**src/rtl/scap_pkg.sv**
```systemverilog
`default_nettype none

package scap_pkg;

	// Longest answer that the byte buffer holds.
	localparam int MaxLen = 33;

	localparam logic [15:0] TimeoutReset = 16'd34;
	localparam logic [7:0]  TsValue      = 8'h3f;
	localparam logic [2:0]  TsTriesMax   = 3'd5;

	// Input commands (carried in s_tuser).
	localparam logic [1:0] CMD_START = 2'd0;
	localparam logic [1:0] CMD_BYTE  = 2'd1;
	localparam logic [1:0] CMD_TICK  = 2'd2;
	localparam logic [1:0] CMD_NONE  = 2'd3;

	// Result status codes.
	localparam logic [2:0] ST_IDLE    = 3'd0;
	localparam logic [2:0] ST_BUSY    = 3'd1;
	localparam logic [2:0] ST_OK      = 3'd2;
	localparam logic [2:0] ST_NO_TS   = 3'd3;
	localparam logic [2:0] ST_TIMEOUT = 3'd4;
	localparam logic [2:0] ST_BAD_SUM = 3'd5;

	typedef struct packed {
		logic [2:0] status;
		logic       byte_valid;
		logic [7:0] atr_byte;
		logic [5:0] byte_index;
		logic [5:0] atr_length;
	} scap_result_t;

	// Inverse convention: reverse the bit order, then invert.
	function automatic logic [7:0] convert_byte(input logic [7:0] raw);
		logic [7:0] c;
		for (int j = 0; j < 8; j++) begin
			c[7 - j] = raw[j];
		end
		return ~c;
	endfunction

	function automatic logic [1:0] lowest_slot(input logic [3:0] m);
		logic [1:0] r;
		if (m[0]) begin
			r = 2'd0;
		end else if (m[1]) begin
			r = 2'd1;
		end else if (m[2]) begin
			r = 2'd2;
		end else begin
			r = 2'd3;
		end
		return r;
	endfunction

endpackage

`default_nettype wire

```
**src/rtl/scap_core.sv**
```systemverilog
`default_nettype none

module scap_core (
	input  wire logic                  clk,
	input  wire logic                  arst_n,
	input  wire logic                  step,
	input  wire logic [1:0]            command,
	input  wire logic [7:0]            line_byte,
	input  wire logic [15:0]           timeout_ticks,
	output scap_pkg::scap_result_t     res
);

	localparam logic [2:0] PH_IDLE  = 3'd0;
	localparam logic [2:0] PH_TS    = 3'd1;
	localparam logic [2:0] PH_T0    = 3'd2;
	localparam logic [2:0] PH_IFACE = 3'd3;
	localparam logic [2:0] PH_HIST  = 3'd4;
	localparam logic [2:0] PH_TCK   = 3'd5;

	logic [2:0]  phase_q, phase_d;
	logic [2:0]  ts_tries_q, ts_tries_d;
	logic [5:0]  position_q, position_d;
	logic [3:0]  pending_q, pending_d;
	logic [1:0]  nibble_q, nibble_d;
	logic [3:0]  hist_total_q, hist_total_d;
	logic [3:0]  hist_left_q, hist_left_d;
	logic        check_q, check_d;
	logic [7:0]  xor_q, xor_d;
	logic [15:0] wait_q, wait_d;

	logic [7:0]  conv;
	logic [2:0]  st;
	logic        do_group, do_hist, do_after;
	logic [6:0]  bound_sum;

	assign conv = scap_pkg::convert_byte(line_byte);

	always_comb begin
		phase_d      = phase_q;
		ts_tries_d   = ts_tries_q;
		position_d   = position_q;
		pending_d    = pending_q;
		nibble_d     = nibble_q;
		hist_total_d = hist_total_q;
		hist_left_d  = hist_left_q;
		check_d      = check_q;
		xor_d        = xor_q;
		wait_d       = wait_q;
		st           = scap_pkg::ST_BUSY;
		do_group     = 1'b0;
		do_hist      = 1'b0;
		do_after     = 1'b0;
		res          = '0;

		if (command == scap_pkg::CMD_START) begin
			phase_d      = PH_TS;
			ts_tries_d   = '0;
			position_d   = '0;
			pending_d    = '0;
			nibble_d     = '0;
			hist_total_d = '0;
			hist_left_d  = '0;
			check_d      = 1'b0;
			xor_d        = '0;
			wait_d       = '0;
		end else if (phase_q == PH_IDLE || phase_q > PH_TCK) begin
			phase_d = PH_IDLE;
			st      = scap_pkg::ST_IDLE;
		end else if (command == scap_pkg::CMD_TICK) begin
			if (wait_q != 16'hffff) begin
				wait_d = wait_q + 16'd1;
			end
			if (wait_d >= timeout_ticks) begin
				phase_d = PH_IDLE;
				st      = scap_pkg::ST_TIMEOUT;
			end
		end else if (command == scap_pkg::CMD_BYTE) begin
			res.byte_valid = 1'b1;
			res.atr_byte   = conv;
			if (phase_q == PH_TS) begin
				wait_d = '0;
				if (conv == scap_pkg::TsValue) begin
					position_d = 6'd1;
					xor_d      = '0;
					phase_d    = PH_T0;
				end else begin
					ts_tries_d = ts_tries_q + 3'd1;
					if (ts_tries_d >= scap_pkg::TsTriesMax) begin
						phase_d = PH_IDLE;
						st      = scap_pkg::ST_NO_TS;
					end
				end
			end else begin
				res.byte_index = position_q;
				position_d     = position_q + 6'd1;
				xor_d          = xor_q ^ conv;
				if (phase_q == PH_T0) begin
					hist_total_d = conv[3:0];
					pending_d    = conv[7:4];
					check_d      = 1'b0;
					do_group     = 1'b1;
				end else if (phase_q == PH_IFACE) begin
					if (nibble_q == 2'd3) begin
						// TD byte: a protocol other than T=0 needs a TCK.
						if (conv[3:0] != 4'd0) begin
							check_d = 1'b1;
						end
						pending_d = conv[7:4];
						do_group  = 1'b1;
					end else begin
						pending_d = pending_q & ~(4'd1 << nibble_q);
						if (pending_d == 4'd0) begin
							do_hist = 1'b1;
						end else begin
							nibble_d = scap_pkg::lowest_slot(pending_d);
							wait_d   = '0;
						end
					end
				end else if (phase_q == PH_HIST) begin
					hist_left_d = hist_left_q - 4'd1;
					if (hist_left_d == 4'd0) begin
						do_after = 1'b1;
					end
				end else begin
					phase_d = PH_IDLE;
					st = (xor_d == 8'd0) ? scap_pkg::ST_OK : scap_pkg::ST_BAD_SUM;
				end
			end
		end

		// Room for another interface group: position + 5 + K below the buffer size.
		bound_sum = {1'b0, position_d} + {3'b000, hist_total_d} + 7'd5;

		// Start the next interface group, else move on to the historical bytes.
		if (do_group) begin
			if (pending_d != 4'd0 && bound_sum < 7'(scap_pkg::MaxLen)) begin
				phase_d  = PH_IFACE;
				nibble_d = scap_pkg::lowest_slot(pending_d);
				wait_d   = '0;
			end else begin
				do_hist = 1'b1;
			end
		end
		if (do_hist) begin
			pending_d = '0;
			wait_d    = '0;
			if (hist_total_d != 4'd0) begin
				hist_left_d = hist_total_d;
				phase_d     = PH_HIST;
			end else begin
				do_after = 1'b1;
			end
		end
		if (do_after) begin
			wait_d = '0;
			if (check_d) begin
				phase_d = PH_TCK;
			end else begin
				phase_d = PH_IDLE;
				st      = scap_pkg::ST_OK;
			end
		end

		res.status     = st;
		res.atr_length = (st == scap_pkg::ST_OK) ? position_d : 6'd0;
	end

	always_ff @(posedge clk or negedge arst_n) begin
		if (!arst_n) begin
			phase_q      <= PH_IDLE;
			ts_tries_q   <= '0;
			position_q   <= '0;
			pending_q    <= '0;
			nibble_q     <= '0;
			hist_total_q <= '0;
			hist_left_q  <= '0;
			check_q      <= 1'b0;
			xor_q        <= '0;
			wait_q       <= '0;
		end else if (step) begin
			phase_q      <= phase_d;
			ts_tries_q   <= ts_tries_d;
			position_q   <= position_d;
			pending_q    <= pending_d;
			nibble_q     <= nibble_d;
			hist_total_q <= hist_total_d;
			hist_left_q  <= hist_left_d;
			check_q      <= check_d;
			xor_q        <= xor_d;
			wait_q       <= wait_d;
		end
	end

	a_end_to_idle: assert property (@(posedge clk) disable iff (!arst_n)
		step && (res.status == scap_pkg::ST_OK || res.status == scap_pkg::ST_NO_TS ||
		         res.status == scap_pkg::ST_TIMEOUT || res.status == scap_pkg::ST_BAD_SUM)
		|=> phase_q == PH_IDLE)
		else $error("parser did not return to idle after a final status");

	a_start_search: assert property (@(posedge clk) disable iff (!arst_n)
		step && command == scap_pkg::CMD_START
		|=> phase_q == PH_TS && position_q == 6'd0 && ts_tries_q == 3'd0)
		else $error("start did not restart the TS search");

	a_byte_needs_parse: assert property (@(posedge clk) disable iff (!arst_n)
		res.byte_valid |-> phase_q != PH_IDLE && phase_q <= PH_TCK)
		else $error("byte stored while no parse was running");

	a_length_only_ok: assert property (@(posedge clk) disable iff (!arst_n)
		res.atr_length != 6'd0 |-> res.status == scap_pkg::ST_OK)
		else $error("answer length reported without a good status");

endmodule

`default_nettype wire

```
**src/rtl/smart_card_atr_parser_unit.sv**
```systemverilog
// Answer-to-reset parser for inverse-convention smart card lines.
// Input stream (s_*): one transfer per event. s_tuser holds the command
// (start parse, line byte arrived, time tick) and s_tdata holds the raw line
// byte, which is only looked at for a line byte.
// Output stream (m_*): exactly one result transfer for each input transfer,
// in order. m_tuser holds the status and the byte-stored flag, m_tdata the
// converted byte, its position in the answer and the final answer length.
// Configuration (cfg_*): writes the per-wait tick limit; always ready. It
// should only be written while no result is outstanding.
// The result passes through the input register and then the result register
// before it is shown. Throughput is one item per cycle while the receiver
// keeps m_tready high, set by the state update in the parser core, which
// takes one input transfer each time the input register moves on.
// Reset clears all parse state to idle, empties both registers and loads the
// tick limit with its default of 34. When the receiver holds m_tready low the
// result register holds its transfer, the input register fills behind it and
// s_tready drops until the result is taken.
`default_nettype none

module smart_card_atr_parser_unit (
	input  wire logic        clk,
	input  wire logic        arst_n,
	input  wire logic        s_tvalid,
	output      logic        s_tready,
	input  wire logic [7:0]  s_tdata,   // [7:0] line_byte
	input  wire logic [1:0]  s_tuser,   // [1:0] command
	output      logic        m_tvalid,
	input  wire logic        m_tready,
	output      logic [23:0] m_tdata,   // [7:0] atr_byte, [13:8] byte_index,
	                                    // [19:14] atr_length, [23:20] zero
	output      logic [3:0]  m_tuser,   // [2:0] status, [3] byte_valid
	input  wire logic        cfg_valid,
	output      logic        cfg_ready,
	input  wire logic [15:0] cfg_data   // timeout_ticks
);

	logic        valid_s1;
	logic [1:0]  command_s1;
	logic [7:0]  byte_s1;
	logic        advance;
	logic [15:0] timeout_q;
	logic        out_valid_q;
	scap_pkg::scap_result_t res;
	scap_pkg::scap_result_t res_s2;

	// The input register moves on whenever the result register is free or is
	// being emptied in this cycle, so the pipeline streams at full rate.
	assign advance   = valid_s1 && (!out_valid_q || m_tready);
	assign s_tready  = !valid_s1 || advance;
	assign cfg_ready = 1'b1;

	always_ff @(posedge clk or negedge arst_n) begin
		if (!arst_n) begin
			timeout_q <= scap_pkg::TimeoutReset;
		end else if (cfg_valid && cfg_ready) begin
			timeout_q <= cfg_data;
		end
	end

	always_ff @(posedge clk or negedge arst_n) begin
		if (!arst_n) begin
			valid_s1 <= 1'b0;
		end else if (s_tready) begin
			valid_s1 <= s_tvalid;
		end
	end

	// The payload register needs no reset; it is qualified by valid_s1.
	always_ff @(posedge clk) begin
		if (s_tready && s_tvalid) begin
			command_s1 <= s_tuser;
			byte_s1    <= s_tdata;
		end
	end

	scap_core u_core (
		.clk           (clk),
		.arst_n        (arst_n),
		.step          (advance),
		.command       (command_s1),
		.line_byte     (byte_s1),
		.timeout_ticks (timeout_q),
		.res           (res)
	);

	always_ff @(posedge clk or negedge arst_n) begin
		if (!arst_n) begin
			out_valid_q <= 1'b0;
		end else if (advance) begin
			out_valid_q <= 1'b1;
		end else if (m_tready) begin
			out_valid_q <= 1'b0;
		end
	end

	always_ff @(posedge clk) begin
		if (advance) begin
			res_s2 <= res;
		end
	end

	assign m_tvalid = out_valid_q;
	assign m_tdata  = {4'b0000, res_s2.atr_length, res_s2.byte_index, res_s2.atr_byte};
	assign m_tuser  = {res_s2.byte_valid, res_s2.status};

endmodule

`default_nettype wire

```
**config.mk**
```make
export PLATFORM = sky130hd
export DESIGN_NAME = smart_card_atr_parser_unit
export DESIGN_NICKNAME = d
export VERILOG_FILES = /design/src/rtl/scap_pkg.sv /design/src/rtl/scap_core.sv /design/src/rtl/smart_card_atr_parser_unit.sv
export SDC_FILE = /design/constraint.sdc
export NUM_CORES = 1
export LEC_CHECK = 0
export ABC_CLOCK_PERIOD_IN_PS = 8440
export BUFFER_PORTS_ARGS = -buffer_cell sky130_fd_sc_hd__buf_2
export CORE_MARGIN = 2
export CORE_UTILIZATION = 65
export DETAILED_ROUTE_END_ITERATION = 12
export GPL_TIMING_DRIVEN = 0
export PLACE_DENSITY_LB_ADDON = 0.05
export SLEW_MARGIN = 20
export SYNTH_ARGS = -nofsm -noshare
export SYNTH_HDL_FRONTEND = slang
export SYNTH_SLANG_ARGS = --single-unit
```
**constraint.sdc**
```tcl
create_clock -name clk -period 8.44 [get_ports clk]
set_clock_uncertainty 0.1 [all_clocks]
set_input_delay 0 -clock clk [delete_from_list [all_inputs] [get_ports clk]]
set_output_delay 0 -clock clk [all_outputs]
set_load 0.005 [all_outputs]
```
==> metrics, run 1 <==
number of max-cap violations=0; Setup TNS=0 ns; final period utilization=69.6%; Detail Placement HPWL=12,000 um; post-route cell area=0.00729 sq mm; crit-path max FO=10; Initial DRT Pass Iterations=6; largest net degree at the start of global routing=39; failing checks=negative hold slack; clk_lat worst skew=0.38 ns; Nets=827; Detail Route Antenna Nets=0; top post-synthesis cells by count=75 x nand2_1, 67 x dfrtp_1, 54 x nor2_1; cts bufs inserted=9; global-route wire length before repair=27,600 um; Cell Rows=35; unrepaired setup endpoints after global routing=false; RePlAce Congestion=1.04; layout cell share with drive strength beyond 1=about 16%; initial antenna violation count=0; CTS Root Cell=clkbuf_8; vias in the first global route=5,571; Ant. Diodes=0; global route overflow=0; Max clock buf depth=2; HP Class=input pin to async pin; worst hold slack=-0.00813 ns; peak supply drop=0.000141 V; Max Slew Vio Count=0; Netlist Area Pre-Place=around 0.0063 sq mm; Placement Setup Slack=approximately 2.8 ns; top-area cell type share of the netlist area=a little over a quarter; leak pwr=~3.2 nW; clk sinks=103; I/O pin count=62; largest cells by area after synthesis=dfrtp_1 27%, edfxtp_1 16%, ha_1 6.0%; post-synthesis register bit count=between 100 and 150; Yosys cell types=86; Worst-path clk slew=between 0.1 and 0.15 ns; Avg WL per Cell=18.8 um; htree depth=3; synth warn=0; port bufs=56; Most used DFF post-synth=dfrtp_1; Crit path arrival time=5.86 ns; most numerous cell in the Yosys netlist=nand2_1; Die ar.=0.0105 sq mm; CP Data Required Time=about 8.4 ns; Initial Util=67.5%; vias per cell=between 6 and 7; r2r worst-path depth=17; Layout area overhead=15.8%; mean cell area of the mapped netlist=9.51 sq um; Post-synth EDFFs=34; Worst slew margin=49.5%; Core Box Area=0.00933 sq mm; CTS tree=done; Die Span X=102 um; status=finished with violations; Placed Area=around 0.0068 sq mm; cell taking the most area after synthesis=dfrtp_1; DRT iter0 DRCs=504; Final min period=5.88 ns; Die Ht=102 um; Total GRT Usage=between 30% and 40%; crit end category=flop; Max Clock Freq=170 MHz; endpoints failing setup=0; sequential share of the synthesized area=around 44%; CP Class=flop to flop; PnR worst setup slack=2.56 ns; postcts setup bufs=0; Worst Max-Slew Pin Slew=0.754 ns; drt drc=0; DR vias=5,671; Final Hold Fails=3; drt total wl=16,900 um; Cells after Synth=662; Worst setup SP type=flop; cell area power density=between 200 and 250 mW/mm^2; Async SR Flop Fraction=67.0%
layout make-up:
type / count / area (sq um)
tap: 129 / 161
sequential: 103 / 2750
timing repair buffer: 89 / 641
fill: 670 / 2040
clock inverter: 7 / 55.1
multi-input combinational: 487 / 3230
inverter: 35 / 131
clock buffer: 9 / 124
buffer: 40 / 196
layer usage:
layer / part of all wire [%] / GRT usage, %
met2: 47 / 55.9
met1: 42 / 46.3
met4: 2.2 / 11.4
met5: 0 / 0
met3: 8.6 / 7.05
flip-flops by register name, summed over array words and instances (netlist names), 2 cells and up:
register             count
byte_s1                  8
command_s1               2
m_tdata                 20
m_tuser                  4
timeout_q               16
u_core.hist_left_q       4
u_core.hist_total_q      4
u_core.nibble_q          2
u_core.pending_q         4
u_core.phase_q           3
u_core.position_q        6
u_core.ts_tries_q        3
u_core.wait_q           16
u_core.xor_q             8
timing repair:
item,in CTS,in global routing
hold buffers,31,0
hold endpoints to repair,95,0
resized for setup,0,0
cells in the final DEF (no fill, tap or decap), drive strengths merged, types with 5 or more instances in the layout:
cell type and count:
buf 77, nand2 75, dfrtp 67, nor2 54, o21ai 47, inv 37
edfxtp 34, dlygate4sd3 31, a21oi 31, ha 30, clkbuf 30, nand3 19
a22o 18, xor2 16, a21o 14, nor3 13, nand4 9, and2 9
o211ai 9, a211oi 8, nand2b 8, xnor2 7, o22ai 7, or3 6
o21a 6, a22oi 6, o31a 5, mux2 5, a31oi 5, conb 5
or4 5, o31ai 5, clkinv 5
where the power goes:
group	internal [W]	switching, W	leakage [nW]	total (W)
Combinational	0.000203	0.000309	1.90	0.000511
Clock	0.000111	0.000183	0.0935	0.000294
Sequential	0.000593	0.0000694	1.22	0.000662
through the flow:
step | util [%] | cells | power (W)
2_1_floorplan | - | 665 | 0.000997
3_3_place_gp | 72.3 | 850 | 0.00112
3_5_place_dp | 72.9 | 852 | 0.00115
4_1_cts | 78.1 | 899 | 0.00145
5_1_grt | 78.1 | 899 | 0.00154
6_report | 78.1 | 899 | 0.00147
worst paths after layout:
check	start	endpoint	slack (ns)
hold reg to reg	valid_s1	m_tvalid	0.41
setup reg to reg	command_s1[0]	m_tuser[1]	2.56
hold / removal	arst_n	timeout_q[13]	-0.008
min in group clk	cfg_valid	timeout_q[11]	0.09
max in group asynchronous	arst_n	timeout_q[1]	7.62
setup / recovery	command_s1[0]	m_tuser[1]	2.56
critical path, stage by stage (launching register included):
cell	delay [ns]
edfxtp_1	0.41
buf_2	0.20
nor2_1	0.51
clkbuf_1	0.52
nor2_1	0.34
nand2_1	0.21
nor3b_1	0.07
a21oi_1	0.27
ha_1	0.29
inv_1	0.12
fa_1	0.42
nand2b_1	0.17
or4_4	0.43
a211o_1	0.35
nor4_4	0.42
o31ai_2	0.17
o21ai_2	0.37
o21ai_0	0.21
cells by family after synthesis:
group	count (synthesis)	synth area share, %
AOI/OAI and AO/OA	191	21.6
buffers and inverters	75	5.19
and+or+nand+nor	229	18.5
adders and majority gates	32	6.44
DFF	103	43.7
other	2	0.119
muxes	7	1.21
xor gates and xnor gates	23	3.20
No activity file was read; power rests on OpenSTA's default activity.
==> run 2: changes to the inputs <==
--- a/config.mk
+++ b/config.mk
@@ -5,10 +5,10 @@
 export SDC_FILE = /design/constraint.sdc
 export NUM_CORES = 1
 export LEC_CHECK = 0
-export ABC_CLOCK_PERIOD_IN_PS = 8440
+export ABC_CLOCK_PERIOD_IN_PS = 5800
 export BUFFER_PORTS_ARGS = -buffer_cell sky130_fd_sc_hd__buf_2
 export CORE_MARGIN = 2
-export CORE_UTILIZATION = 65
+export CORE_UTILIZATION = 60
 export DETAILED_ROUTE_END_ITERATION = 12
 export GPL_TIMING_DRIVEN = 0
 export PLACE_DENSITY_LB_ADDON = 0.05
==> constraint.sdc (replaced) <==
create_clock -name clk -period 5.8 [get_ports clk]
set_clock_uncertainty 0.1 [all_clocks]
set_input_delay 0 -clock clk [delete_from_list [all_inputs] [get_ports clk]]
set_output_delay 0 -clock clk [all_outputs]
set_load 0.005 [all_outputs]
==> metrics, run 2 (same netlist as run 1, synthesis figures left out) <==
Die Ht=106 um (was 102 um); Placement Setup Slack=0.176 ns (was 2.79 ns); crit-path max FO=8 (was 10); Slowest-stage cell, CP=edfxtp_1 (was clkbuf_1); largest net degree at the start of global routing=38 (was 39); Critical R2R Launch=byte_s1[4] (was command_s1[0]); final period utilization=94.9% (was 69.6%); vias in the first global route=5,273 (was 5,571); commonest non-fill, non-tap cell in the layout=nand2_1 (unchanged); Avg WL per Cell=18.1 um (was 18.8 um); Detail Route Antenna Nets=0 (unchanged); Final min period=5.51 ns (was 5.88 ns); RePlAce Congestion=0.960 (was 1.04); Die Span X=106 um (was 102 um); CTS Root Cell=clkbuf_8 (unchanged); htree depth=3 (unchanged); crit end category=flop (unchanged); unrepaired setup endpoints after global routing=false (unchanged); CP Class=flop to flop (unchanged); global-route wire length before repair=26,800 um (was 27,600 um); Initial DRT Pass Iterations=6 (unchanged); Worst slew margin=49.9% (was 49.5%); number of max-cap violations=0 (unchanged); Worst setup SP type=flop (unchanged); Initial Util=61.2% (was 67.5%); Min-Delay Path Depth=3; layout cell share with drive strength beyond 1=15.8% (about the same); drt drc=0 (unchanged); drt total wl=16,400 um (was 16,900 um); cell area power density=291 mW/mm^2 (was 201 mW/mm^2); DRT iter0 DRCs=450 (was 504); initial antenna violation count=0 (unchanged); DR vias=5,555 (was 5,671); clk_lat worst skew=0.39 ns (was 0.38 ns); Cell Rows=37 (was 35); clk sinks=103 (unchanged); Die ar.=0.0113 sq mm (was 0.0105 sq mm); port bufs=56 (unchanged); Crit path arrival time=5.52 ns (was 5.86 ns); postcts setup bufs=0 (unchanged); CP Data Required Time=5.82 ns (was 8.42 ns); r2r endpoint=m_tuser[1] (unchanged); max FFs per register=20 (unchanged); Nets=829 (was 827); r2r worst-path depth=16 (was 17); I/O pin count=62 (unchanged); Final Hold Fails=0 (was 3); Max Slew Vio Count=0 (unchanged); Max clock buf depth=2 (unchanged); global route overflow=0 (unchanged); peak supply drop=0.000205 V (was 0.000141 V); Core Box Area=0.0103 sq mm (was 0.00933 sq mm); Max Clock Freq=182 MHz (was 170 MHz); Ant. Diodes=0 (unchanged); HP Class=input pin to flop (was input pin to async pin); critical path's largest stage delay=0.62 ns (was 0.52 ns); Cell Chain, Critical Path=nor4_4, a21oi_1, nor2_1, nor2_1, a22oi_1, inv_1, ha_1, ha_1, fa_1, xor2_1, or4_4, a211o_1, nor4_4, o31ai_2, o21ai_2, o21ai_0 (was buf_2, nor2_1, clkbuf_1, nor2_1, nand2_1, nor3b_1, a21oi_1, ha_1, inv_1, fa_1, nand2b_1, or4_4, a211o_1, nor4_4, o31ai_2, o21ai_2, o21ai_0); Crit path max-delay family=simple AND/OR/NAND/NOR gates (unchanged); Worst-path clk slew=0.10 ns (was 0.12 ns); Pwr Total=0.00213 W (was 0.00147 W); Detail Placement HPWL=11,700 um (was 12,000 um); r2r setup slk=0.29 ns (was 2.56 ns); cts bufs inserted=9 (unchanged); status=finished clean (was finished with violations); vias per cell=6.12 (was 6.31); final core utilization=71.2% (was 78.1%); worst path bufs/invs=1 (was 3); Reg area=0.00275 sq mm (unchanged); FILL cells=828 (was 670); Layout area overhead=16.3% (was 15.8%); PnR worst setup slack=0.295 ns (was 2.56 ns); CTS tree=done (unchanged); endpoints failing setup=0 (unchanged); Hold EP=timeout_q[13]; Worst Max-Slew Pin Slew=0.749 ns (was 0.754 ns); leak pwr=3.23 nW (was 3.22 nW); commonest non-fill, non-tap cells in the layout=75 x nand2_1, 67 x dfrtp_1, 66 x buf_2 (unchanged); Setup TNS=0 ns (unchanged); Total GRT Usage=30.3% (was 34.3%); hold_sp=cfg_valid; area of the multi-input gates=0.00323 sq mm (about the same); Levels on crit path=16 (was 17)
## run 2: what timing repair did
| action | 4_1_cts | 5_1_grt |
|---|---|---|
| setup endpoints to repair | 0 | 16 |
| endpoints found under the hold margin | 95 | 0 |
| resized for setup | 0 | 3 |
| hold buffers | 33 | 0 |
## run 2: layer usage
layer  vias to the layer above  global-route usage [%]  share of wire (%)
met5                         -                       0                  0
met3                        32                    5.03                6.6
li1                       2622                       -                  -
met2                       224                    48.0                 46
met1                      2677                    42.6                 45
met4                         0                    10.3                2.3
## run 2: power by group
part           internal (W)  switching (W)
clock              0.000197       0.000246
combinational      0.000295       0.000438
sequential         0.000863      0.0000949
total               0.00135       0.000779
## run 2: layout make-up
type | instances | share of cell area (%)
inverter | 35 | 1.79
clock buffer | 11 | 1.79
clock inverter | 5 | 0.666
buffer | 40 | 2.70
tap | 136 | 2.32
multi-input combinational | 487 | 44.1
timing repair buffer | 91 | 9.02
sequential | 103 | 37.6
## run 2: metrics by stage
stage | hold WS, ns | area (sq um) | cells
2_1_floorplan | -0.396 | 6310 | 665
3_3_place_gp | 0.0781 | 6760 | 857
3_5_place_dp | -0.129 | 6810 | 859
4_1_cts | 0.0211 | 7320 | 908
5_1_grt | 0.0817 | 7320 | 908
6_report | 0.0291 | 7320 | 908
## run 2: worst max path at each step
stage	from	endpoint	slack [ns]
CTS	command_s1[0]	m_tuser[1]	0.15
global route	byte_s1[6]	m_tuser[0]	0.03
global placement	command_s1[0]	m_tuser[1]	0.24
detailed placement	command_s1[0]	m_tuser[1]	0.18
floorplan	byte_s1[5]	u_core.hist_left_q[0]	1.27
finish	byte_s1[4]	m_tuser[1]	0.29
## run 2: worst reg2reg max path: cells and delay by family (launching register included)
kind / cells / cell delay [ns]
compound gates: 6 / 1.62
buf+inv: 1 / 0.09
xor+xnor: 1 / 0.20
simple gates: 5 / 1.70
flops: 1 / 0.62
fa+ha+maj: 3 / 0.93
